[config.mk]
export PLATFORM = sky130hd
export DESIGN_NAME = preemptive_priority_scheduler
export DESIGN_NICKNAME = d
export VERILOG_FILES = /design/src/hw/rtl/pps_pkg.sv /design/src/hw/rtl/preemptive_priority_scheduler.sv /design/src/hw/rtl/pps_ram.sv /design/src/hw/rtl/pps_ctrl.sv /design/src/hw/rtl/pps_dp.sv
export SDC_FILE = /design/constraint.sdc
export NUM_CORES = 1
export LEC_CHECK = 0
export BUFFER_PORTS_ARGS = -buffer_cell sky130_fd_sc_hd__buf_4
export CORE_ASPECT_RATIO = 1.1
export CORE_UTILIZATION = 45
export CTS_CLUSTER_SIZE = 12
export DETAILED_ROUTE_END_ITERATION = 12
export SYNTH_ARGS = -nofsm -noshare
export SYNTH_HDL_FRONTEND = slang
export SYNTH_HIERARCHICAL = 1
export SYNTH_SLANG_ARGS = --single-unit
[constraint.sdc]
create_clock -name clk_i -period 9.75 [get_ports clk_i]
set_input_delay 1.4625 -clock clk_i [delete_from_list [all_inputs] [get_ports clk_i]]
set_output_delay 1.4625 -clock clk_i [all_outputs]
set_load 0.05 [all_outputs]
[src/hw/rtl/pps_pkg.sv]
// Package with sizes, codes and controller/datapath interface types of the scheduler.
`timescale 1ns / 1ps

package pps_pkg;

  localparam int MAX_JOBS  = 16;
  localparam int PRIO_BITS = 8;
  localparam int IDX_W     = (MAX_JOBS > 1) ? $clog2(MAX_JOBS) : 1;
  localparam int CNT_W     = $clog2(MAX_JOBS + 1);
  localparam int TIME_W    = 16;
  localparam int BURST_W   = 16;
  localparam int ID_W      = 5;
  localparam int WORD_W    = BURST_W + PRIO_BITS + TIME_W;

  typedef enum logic [1:0] {
    CMD_CLEAR = 2'd0,
    CMD_LOAD  = 2'd1,
    CMD_TICK  = 2'd2,
    CMD_NOP   = 2'd3
  } cmd_e;

  typedef enum logic [1:0] {
    RES_OK   = 2'd0,
    RES_RAN  = 2'd1,
    RES_IDLE = 2'd2,
    RES_FULL = 2'd3
  } res_e;

  typedef struct packed {
    logic latch;
    logic exec;
    logic scan_rd;
    logic update;
    logic out_load;
  } ctrl_t;

  typedef struct packed {
    cmd_e cmd;
    logic count_zero;
    logic scan_last;
    logic out_busy;
  } stat_t;

endpackage

[src/hw/rtl/preemptive_priority_scheduler.sv]
// Top level of the preemptive priority scheduler: controller plus datapath.
//
//  channel  dir  tdata (low bit up)                       tuser
//  s_axis   in   burst[15:0] arrival[31:16] prio[39:32]    cmd[1:0]
//  m_axis   out  running_id[4:0] completed[5] now[21:6]
//                all_done[22], zero fill [23]              status[1:0]
//
// A tick beat on loaded entries runs through EXEC, SCAN, LAST, UPD and DONE,
// scanning one entry per cycle through the single read port of the job
// table RAM; clear, load and unused beats go from EXEC straight to DONE, and
// a tick on an empty table goes from EXEC to UPD. Reset clears counters and
// handshake state at once; the table RAM needs no clearing pass. One beat is
// in work at a time; a new beat is taken while the previous result waits on
// m_axis.
`timescale 1ns / 1ps

module preemptive_priority_scheduler (
  input  logic        clk_i,
  input  logic        rst_ni,
  input  logic        s_axis_tvalid,
  output logic        s_axis_tready,
  input  logic [39:0] s_axis_tdata,   // burst, arrival, prio
  input  logic [1:0]  s_axis_tuser,   // cmd
  output logic        m_axis_tvalid,
  input  logic        m_axis_tready,
  output logic [23:0] m_axis_tdata,   // running_id, completed, now, all_done, zero fill
  output logic [1:0]  m_axis_tuser    // status
);

  pps_pkg::ctrl_t ctrl;
  pps_pkg::stat_t stat;

  logic [pps_pkg::ID_W-1:0]   out_id;
  logic                       out_fin;
  logic [pps_pkg::TIME_W-1:0] out_now;
  logic                       out_all;

  pps_ctrl u_ctrl (
    .clk_i      (clk_i),
    .rst_ni     (rst_ni),
    .in_valid_i (s_axis_tvalid),
    .in_ready_o (s_axis_tready),
    .stat_i     (stat),
    .ctrl_o     (ctrl)
  );

  pps_dp u_dp (
    .clk_i           (clk_i),
    .rst_ni          (rst_ni),
    .in_cmd_i        (s_axis_tuser),
    .in_burst_i      (s_axis_tdata[15:0]),
    .in_arrival_i    (s_axis_tdata[31:16]),
    .in_prio_i       (s_axis_tdata[39:32]),
    .ctrl_i          (ctrl),
    .stat_o          (stat),
    .out_valid_o     (m_axis_tvalid),
    .out_ready_i     (m_axis_tready),
    .out_status_o    (m_axis_tuser),
    .out_id_o        (out_id),
    .out_completed_o (out_fin),
    .out_now_o       (out_now),
    .out_all_done_o  (out_all)
  );

  assign m_axis_tdata = {1'b0, out_all, out_now, out_fin, out_id};

endmodule

[src/hw/rtl/pps_ram.sv]
// Generic single-write, single-read RAM with registered read data.
`timescale 1ns / 1ps

module pps_ram #(
  parameter int WIDTH = 8,
  parameter int DEPTH = 16
) (
  input  logic                             clk_i,
  input  logic                             we_i,
  input  logic [$clog2(DEPTH)-1:0]         waddr_i,
  input  logic [WIDTH-1:0]                 wdata_i,
  input  logic                             re_i,
  input  logic [$clog2(DEPTH)-1:0]         raddr_i,
  output logic [WIDTH-1:0]                 rdata_o
);

  logic [WIDTH-1:0] mem_q [DEPTH];
  logic [WIDTH-1:0] rdata_q;

  always_ff @(posedge clk_i) begin
    if (we_i) begin
      mem_q[waddr_i] <= wdata_i;
    end
    if (re_i) begin
      rdata_q <= mem_q[raddr_i];
    end
  end

  assign rdata_o = rdata_q;

endmodule

[src/hw/rtl/pps_ctrl.sv]
// Controller state machine that sequences accept, scan, update and result beats.
`timescale 1ns / 1ps

module pps_ctrl (
  input  logic           clk_i,
  input  logic           rst_ni,
  input  logic           in_valid_i,
  output logic           in_ready_o,
  input  pps_pkg::stat_t stat_i,
  output pps_pkg::ctrl_t ctrl_o
);

  localparam logic [2:0] S_IDLE = 3'd0;
  localparam logic [2:0] S_EXEC = 3'd1;
  localparam logic [2:0] S_SCAN = 3'd2;
  localparam logic [2:0] S_LAST = 3'd3;
  localparam logic [2:0] S_UPD  = 3'd4;
  localparam logic [2:0] S_DONE = 3'd5;

  logic [2:0] state_q, state_d;

  always_comb begin
    state_d = state_q;
    ctrl_o  = '0;
    unique case (state_q)
      S_IDLE: begin
        if (in_valid_i) begin
          ctrl_o.latch = 1'b1;
          state_d      = S_EXEC;
        end
      end
      S_EXEC: begin
        ctrl_o.exec = 1'b1;
        if (stat_i.cmd == pps_pkg::CMD_TICK) begin
          state_d = stat_i.count_zero ? S_UPD : S_SCAN;
        end else begin
          state_d = S_DONE;
        end
      end
      S_SCAN: begin
        ctrl_o.scan_rd = 1'b1;
        if (stat_i.scan_last) begin
          state_d = S_LAST;
        end
      end
      S_LAST: begin
        state_d = S_UPD;
      end
      S_UPD: begin
        ctrl_o.update = 1'b1;
        state_d       = S_DONE;
      end
      S_DONE: begin
        if (!stat_i.out_busy) begin
          ctrl_o.out_load = 1'b1;
          state_d         = S_IDLE;
        end
      end
      default: begin
        state_d = S_IDLE;
      end
    endcase
  end

  assign in_ready_o = (state_q == S_IDLE);

  always_ff @(posedge clk_i or negedge rst_ni) begin
    if (!rst_ni) begin
      state_q <= S_IDLE;
    end else begin
      state_q <= state_d;
    end
  end

  a_scan_nonempty: assert property (@(posedge clk_i) disable iff (!rst_ni)
    (state_q == S_SCAN) |-> !stat_i.count_zero)
    else $error("scan with empty table");

  a_exec_after_latch: assert property (@(posedge clk_i) disable iff (!rst_ni)
    ctrl_o.latch |=> (state_q == S_EXEC))
    else $error("accepted beat not executed");

  a_done_from_update: assert property (@(posedge clk_i) disable iff (!rst_ni)
    (state_q == S_UPD) |=> (state_q == S_DONE))
    else $error("update not followed by result");

endmodule

[src/hw/rtl/pps_dp.sv]
// Datapath: job table RAM, scan compare, counters and result register.
`timescale 1ns / 1ps

module pps_dp (
  input  logic                          clk_i,
  input  logic                          rst_ni,
  input  logic [1:0]                    in_cmd_i,
  input  logic [pps_pkg::BURST_W-1:0]   in_burst_i,
  input  logic [pps_pkg::TIME_W-1:0]    in_arrival_i,
  input  logic [7:0]                    in_prio_i,
  input  pps_pkg::ctrl_t                ctrl_i,
  output pps_pkg::stat_t                stat_o,
  output logic                          out_valid_o,
  input  logic                          out_ready_i,
  output logic [1:0]                    out_status_o,
  output logic [pps_pkg::ID_W-1:0]      out_id_o,
  output logic                          out_completed_o,
  output logic [pps_pkg::TIME_W-1:0]    out_now_o,
  output logic                          out_all_done_o
);

  localparam int PB = pps_pkg::PRIO_BITS;
  localparam int TW = pps_pkg::TIME_W;
  localparam int BW = pps_pkg::BURST_W;
  localparam int IW = pps_pkg::IDX_W;
  localparam int CW = pps_pkg::CNT_W;

  pps_pkg::cmd_e        cmd_q;
  logic [BW-1:0]        burst_q;
  logic [TW-1:0]        arrival_q;
  logic [PB-1:0]        prio_q;

  logic [CW-1:0]        entry_q, entry_d;
  logic [CW-1:0]        done_q, done_d;
  logic [TW-1:0]        time_q, time_d;
  logic [IW-1:0]        scan_q, scan_d;
  logic                 rd_valid_q;
  logic [IW-1:0]        rd_idx_q;
  logic                 found_q, found_d;
  logic [IW-1:0]        best_idx_q, best_idx_d;
  logic [TW-1:0]        best_arr_q, best_arr_d;
  logic [PB-1:0]        best_prio_q, best_prio_d;
  logic [BW-1:0]        best_rem_q, best_rem_d;

  pps_pkg::res_e        res_status_q, res_status_d;
  logic [pps_pkg::ID_W-1:0] res_id_q, res_id_d;
  logic                 res_fin_q, res_fin_d;

  logic                 out_valid_q;
  pps_pkg::res_e        out_status_q;
  logic [pps_pkg::ID_W-1:0] out_id_q;
  logic                 out_fin_q;
  logic [TW-1:0]        out_now_q;
  logic                 out_all_q;

  logic                 we;
  logic [IW-1:0]        waddr;
  logic [pps_pkg::WORD_W-1:0] wdata;
  logic [pps_pkg::WORD_W-1:0] rdata;
  logic [TW-1:0]        rd_arr;
  logic [PB-1:0]        rd_prio;
  logic [BW-1:0]        rd_rem;
  logic                 rd_take;
  logic                 full;

  assign full    = (entry_q == CW'(pps_pkg::MAX_JOBS));
  assign rd_arr  = rdata[TW-1:0];
  assign rd_prio = rdata[TW+PB-1:TW];
  assign rd_rem  = rdata[pps_pkg::WORD_W-1:TW+PB];
  assign rd_take = rd_valid_q && (rd_arr <= time_q) && (rd_rem != '0)
                   && (!found_q || (rd_prio < best_prio_q));

  always_comb begin
    entry_d      = entry_q;
    done_d       = done_q;
    time_d       = time_q;
    scan_d       = scan_q;
    found_d      = found_q;
    best_idx_d   = best_idx_q;
    best_arr_d   = best_arr_q;
    best_prio_d  = best_prio_q;
    best_rem_d   = best_rem_q;
    res_status_d = res_status_q;
    res_id_d     = res_id_q;
    res_fin_d    = res_fin_q;
    we           = 1'b0;
    waddr        = entry_q[IW-1:0];
    wdata        = {burst_q, prio_q, arrival_q};

    if (ctrl_i.exec) begin
      res_status_d = pps_pkg::RES_OK;
      res_id_d     = '0;
      res_fin_d    = 1'b0;
      scan_d       = '0;
      found_d      = 1'b0;
      case (cmd_q)
        pps_pkg::CMD_CLEAR: begin
          entry_d = '0;
          done_d  = '0;
          time_d  = '0;
        end
        pps_pkg::CMD_LOAD: begin
          if (full) begin
            res_status_d = pps_pkg::RES_FULL;
          end else begin
            we      = 1'b1;
            entry_d = entry_q + CW'(1);
            if (burst_q == '0) begin
              done_d = done_q + CW'(1);
            end
          end
        end
        default: ;
      endcase
    end

    if (ctrl_i.scan_rd) begin
      scan_d = scan_q + IW'(1);
    end

    if (rd_take) begin
      found_d     = 1'b1;
      best_idx_d  = rd_idx_q;
      best_arr_d  = rd_arr;
      best_prio_d = rd_prio;
      best_rem_d  = rd_rem;
    end

    if (ctrl_i.update) begin
      if (time_q != '1) begin
        time_d = time_q + TW'(1);
      end
      if (found_q) begin
        we           = 1'b1;
        waddr        = best_idx_q;
        wdata        = {best_rem_q - BW'(1), best_prio_q, best_arr_q};
        res_status_d = pps_pkg::RES_RAN;
        res_id_d     = pps_pkg::ID_W'(best_idx_q) + pps_pkg::ID_W'(1);
        res_fin_d    = (best_rem_q == BW'(1));
        if (best_rem_q == BW'(1)) begin
          done_d = done_q + CW'(1);
        end
      end else begin
        res_status_d = pps_pkg::RES_IDLE;
        res_id_d     = '0;
        res_fin_d    = 1'b0;
      end
    end
  end

  pps_ram #(
    .WIDTH (pps_pkg::WORD_W),
    .DEPTH (pps_pkg::MAX_JOBS)
  ) u_table (
    .clk_i   (clk_i),
    .we_i    (we),
    .waddr_i (waddr),
    .wdata_i (wdata),
    .re_i    (ctrl_i.scan_rd),
    .raddr_i (scan_q),
    .rdata_o (rdata)
  );

  always_ff @(posedge clk_i) begin
    if (ctrl_i.latch) begin
      cmd_q     <= pps_pkg::cmd_e'(in_cmd_i);
      burst_q   <= in_burst_i;
      arrival_q <= in_arrival_i;
      prio_q    <= PB'(in_prio_i);
    end
    scan_q       <= scan_d;
    rd_idx_q     <= scan_q;
    best_idx_q   <= best_idx_d;
    best_arr_q   <= best_arr_d;
    best_prio_q  <= best_prio_d;
    best_rem_q   <= best_rem_d;
    res_status_q <= res_status_d;
    res_id_q     <= res_id_d;
    res_fin_q    <= res_fin_d;
    if (ctrl_i.out_load) begin
      out_status_q <= res_status_q;
      out_id_q     <= res_id_q;
      out_fin_q    <= res_fin_q;
      out_now_q    <= time_q;
      out_all_q    <= (done_q == entry_q);
    end
  end

  always_ff @(posedge clk_i or negedge rst_ni) begin
    if (!rst_ni) begin
      entry_q     <= '0;
      done_q      <= '0;
      time_q      <= '0;
      found_q     <= 1'b0;
      rd_valid_q  <= 1'b0;
      out_valid_q <= 1'b0;
    end else begin
      entry_q    <= entry_d;
      done_q     <= done_d;
      time_q     <= time_d;
      found_q    <= found_d;
      rd_valid_q <= ctrl_i.scan_rd;
      if (ctrl_i.out_load) begin
        out_valid_q <= 1'b1;
      end else if (out_ready_i) begin
        out_valid_q <= 1'b0;
      end
    end
  end

  assign stat_o.cmd        = cmd_q;
  assign stat_o.count_zero = (entry_q == '0);
  assign stat_o.scan_last  = (CW'(scan_q) == entry_q - CW'(1));
  assign stat_o.out_busy   = out_valid_q && !out_ready_i;

  assign out_valid_o     = out_valid_q;
  assign out_status_o    = out_status_q;
  assign out_id_o        = out_id_q;
  assign out_completed_o = out_fin_q;
  assign out_now_o       = out_now_q;
  assign out_all_done_o  = out_all_q;

  a_entry_bound: assert property (@(posedge clk_i) disable iff (!rst_ni)
    entry_q <= CW'(pps_pkg::MAX_JOBS))
    else $error("entry count beyond table size");

  a_done_bound: assert property (@(posedge clk_i) disable iff (!rst_ni)
    done_q <= entry_q)
    else $error("done count beyond entry count");

  a_scan_in_table: assert property (@(posedge clk_i) disable iff (!rst_ni)
    ctrl_i.scan_rd |-> (CW'(scan_q) < entry_q))
    else $error("scan read outside loaded entries");

  a_best_has_time: assert property (@(posedge clk_i) disable iff (!rst_ni)
    (ctrl_i.update && found_q) |-> (best_rem_q != '0))
    else $error("selected job has no time left");

endmodule
Word-level counts from Yosys, hierarchy flattened --
Memory sizes are Yosys's and may differ from the RTL's. A register that Yosys moved wholly into a read port is not among the register bits. Index checks and enable logic that the tools add are counted.
Cells by class: add/subtract/negate cells 7, magnitude comparators 2, equality and inequality tests 16, mux-type cells 53, reduce and logical (&&, ||, !) cells 19
Operator list (count):
- two-way mux 40 bit | 2
- two-way mux 16 bit | 4
- two-way mux 5 bit | 10
- two-way mux 1 bit | 20
- one-hot mux 5 bit (2 select lines) | 2
- one-hot mux 3 bit (6 select lines) | 1
- adder 16 x 1 -> 16 bit, second input constant | 1
- equality test 16 x 1 -> 1 bit, second input constant | 1
- less-or-equal comparator 16 bit | 1
- logical NOT 16 bit | 1
- two-way mux 4 bit | 4
- inequality test 16 bit, second input constant | 1
- nonzero test 16 bit | 1
- subtractor 16 x 1 -> 16 bit, second input constant | 1
- two-way mux 3 bit | 5
- adder 5 x 1 -> 5 bit, second input constant | 2
- two-way mux 2 bit | 5
- nonzero test 2 bit | 5
- less-than comparator 8 bit | 1
- inequality test 2 bit, second input constant | 4
- equality test 3 x 2 -> 1 bit, second input constant | 2
- equality test 3 bit, second input constant | 2
- AND reduction 3 bit | 2
- adder 4 x 1 -> 5 bit, second input constant | 1
- other kinds (14) | 18
Storage, ports and cells: bits in registers 159, bits in writable memories 640, output and inout port bits 28, word-level logic and storage cells 123, memories 1
Memory list:
- u_dp.u_table.mem_q | words 16, width 40, rd ports 1, clocked after Yosys merged registers in 1, wr ports 1, RTL line pps_ram.sv:17 | logic [WIDTH-1:0] mem_q [DEPTH];

Longest topological paths before layout --
word-level depth 8, depth in mapped cells 10, mapped depth without buffers 9

Hierarchy --
The synthesis kept the hierarchy.
Modules (own cells, without submodules):
- pps_ram | instances 1, cells an instance 1040, area an instance 25532.0 um^2, sequential area each 20419.6 um^2
- pps_dp | instances 1, cells an instance 542, area an instance 7084.3 um^2, sequential area each 4499.3 um^2
- pps_ctrl | instances 1, cells an instance 23, area an instance 212.7 um^2, sequential area each 75.1 um^2
- preemptive_priority_scheduler | instances 1, cells an instance 4, area an instance 26.3 um^2, sequential area each 0.0 um^2

Least setup slack after synthesis --
No wires, ideal clock.
path type reg-to-reg, start point register u_ctrl.state_q[1], end point memory u_dp/u_table/mem_q[0][0] (netlist name) (enable), setup time 0.487 ns, data arrival time 5.211 ns, data required time 9.263 ns, slack 4.052 ns, stages on the path, launching flop included 9, path buffers 2, cell sequence dfrtp_1 nor2_1 and2_1 and2_1 clkbuf_1 buf_1 mux2_2 or3b_2 nor3_1
RTL lines:
- start, declared | RTL line pps_ctrl.sv:20 | logic [2:0] state_q, state_d;
- start signal, assigned | RTL line pps_ctrl.sv:71 | state_q <= state_d;
- end, declared | RTL line pps_ram.sv:17

==> results.cfg <==
[sta]
slew_headroom_pct = 4.976
tightest_slew_ns = 1.416
fin_crit_ns = 4.508
setup_viol = 0
hold_viol_final = 0
rsz0062_at_grt = false
fin_tns_setup_ns = 0
finClkSkew_ns = 0.02653
timing.final.max_slew_violations = 0
fin_crit_sh_pct = 46.24
fmax_mhz = 221.8

[routing]
drc = 0
wl_um = 72280
wl_per_cell_um = 26.43
ant_nets = 0
drt_first_pass_iters = 5
avgViaCountPerCell = 5.816
vias = 15910
drt_iter0_markers = 1287

[grt]
gr-usage-all-layers_pct = 19.88
grt_max_degree = 126
grt_pass1_wl_um = 107400
antenna_found_initial = 1
grt_overflow = 0
grt_pass1_vias = 16470

[synthesis]
yosys_warnings = 6
syn_area_sq_um = 32860
ys_ff_latch = 839
synth_edf_count = 803
yosysSeqAreaShare_pct = 76.07
netlist_instances = 1609
synth_area_per_cell_sq_um = 20.42
netlist_top_cells_area = edfxtp_1, mux4_2, mux4_1, dfrtp_1, a22oi_1
synth_nets = 1687
synthDistinctLibCells = 73
postSynth.asyncResetShare_pct = 3.814
synth_top_area_share_pct = 73.39
yosysTopAreaCell = edfxtp_1
ys.flop_type = edfxtp_1

[layout]
finalNonFillerCells = 2735
nets = 1818
design_area_sq_um = 37120
antenna_cells = 0
final_cell_mix = edfxtp_1, buf_4, mux4_2
fin_util_pct = 51.52
final_common_cell = edfxtp_1
area_growth_syn_to_layout_pct = 12.97
layout-drive-gt1-share_pct = 21.23

[die]
start_util_pct = 45.61
io_pins = 74
die_area_sq_um = 74100
num_rows = 103
dieHeight_um = 285.4
die_w_um = 259.6
core_sq_um = 72040

[placement]
dpl_cell_area_sq_um = 34610
dpl.hpwl_um = 42670
io_buffer_count = 72
place.gp.congestion = 0.8761
place_inst = 2599

[run_status]
status = finished, final reports clean

[clock_tree]
root_buffer = clkbuf_16
numCtsBuffers = 84
htree_num_levels = 3
clock_latency_ns = 0.63
clkTransAtPathRegs_ns = 0.06
cts_buffer_depth = 3
cts_resized = 0
postCtsSetupBuffers = 0
cts_sinks = 839
cts_hold_buf = 0
cts_tree = done

[power]
p_per_area_nw_per_um2 = 248.8
p_leak_nw = 12.18
ir_drop_v = 0.0001310

[critical_path]
cp.arrival_ns = 4.78
required_ns = 10.02
crit_fanout = 29
cp-start-kind = flip-flop
worstSetupPathType = flip-flop to flip-flop
cp-end-kind = flip-flop

[run]
max-cap-violations = 0

[min_path]
hold_class = flip-flop to flip-flop
## state kept, by name (all words and copies together) (netlist names), 8 cells and up
| signal | cells |
|---|---|
| u_dp/arrival_q | 16 |
| u_dp/best_arr_q | 16 |
| u_dp/time_q | 16 |
| u_dp/out_now_o | 16 |
| u_dp/burst_q | 16 |
| u_dp/u_table/rdata_o | 40 |
| u_dp/best_rem_q | 16 |
| u_dp/u_table/mem_q | 640 |
| u_dp/best_prio_q | 8 |
| u_dp/prio_q | 8 |
## Yosys cell counts (11+ instances only)
master and count:
buf_2 12, nand3_1 22, dfrtp_1 32, nor2_1 38, mux2_2 19, nand2_1 85
inv_1 32, clkbuf_1 40, nor3_1 14, mux4_1 60, xnor2_1 23, buf_12 11
a22oi_1 81, mux4_2 100, edfxtp_1 803, ha_1 32, o21ai_0 33, nor2b_1 11
## metal layers
| metal | GRT usage [%] | routed length [um] | vias to the layer above |
|---|---|---|---|
| met3 | 3.164 | 3631 | 89 |
| li1 | - | - | 6900 |
| met1 | 27.28 | 31410 | 8435 |
| met5 | 0 | 13 | - |
| met4 | 5.853 | 1375 | 2 |
| met2 | 32.86 | 35850 | 481 |
## stage by stage
stage          power (mW)  setup WS, ns  hold slack, ns
3_5_place_dp        6.326         5.271          0.3896
4_1_cts             9.329         5.243          0.4029
3_3_place_gp        6.295         5.331          0.3873
6_report            9.234         5.242          0.4022
2_1_floorplan       5.773         4.052          0.3855
5_1_grt             9.594         4.960          0.4107
## layout make-up
class / instances / area, sq um
sequential: 839 / 24990
timing repair buffer: 115 / 888.4
tap: 945 / 1182
clock inverter: 14 / 171.4
inverter: 32 / 120.1
clock buffer: 122 / 2338
multi-input combinational: 668 / 7421
fill: 5606 / 34920
## power breakdown
group / internal [mW] / switching [mW] / total (mW)
combinational: 0.700 / 1.13 / 1.83
sequential: 4.29 / 0.111 / 4.40
clock: 1.73 / 1.27 / 3.00
total: 6.72 / 2.51 / 9.23
## critical path, stage by stage, from the launching register on
cell and delay [ns]:
dfrtp_1 0.45, nor2_1 0.17, and2_1 0.49, and2_2 0.82
o21ai_0 0.52, nand2b_1 0.46, nor2_4 0.72, buf_4 0.48
## final timing paths
check	start	slack [ns]	endpoint	depth (start not counted)
max in group asynchronous	rst_ni	8.62	u_dp/entry_q[1]$_DFFE_PN0P_	1
hold / removal	u_dp/rd_idx_q[1]$_DFF_P_	0.40	u_dp/best_idx_q[1]$_DFFE_PP_	0
setup / recovery	u_ctrl/state_q[1]$_DFFE_PN0P_	5.24	u_dp/u_table/mem_q[10][1]$_DFFE_PP_	7
setup reg to reg	u_ctrl/state_q[1]$_DFFE_PN0P_	5.24	u_dp/u_table/mem_q[10][1]$_DFFE_PP_	7
min in group asynchronous	rst_ni	0.79	u_dp/time_q[14]$_DFF_PN0_	1
hold reg to reg	u_dp/rd_idx_q[1]$_DFF_P_	0.40	u_dp/best_idx_q[1]$_DFFE_PP_	0
## logic make-up (layout without fill, tap and decap cells)
group / count (synthesis) / count (layout) / synth area share, %
multiplexers: 181 / 181 / 12.37
flip-flops: 839 / 839 / 76.07
XOR/XNOR: 33 / 33 / 0.8797
adder cells (fa/ha/maj): 32 / 32 / 1.219
AND/OR/NAND/NOR: 249 / 249 / 3.964
other: 1 / 1 / 0.01141
buffers and inverters: 102 / 283 / 1.817
AO/OA/AOI/OAI: 172 / 172 / 3.671
No activity file was read; power rests on OpenSTA's default activity.
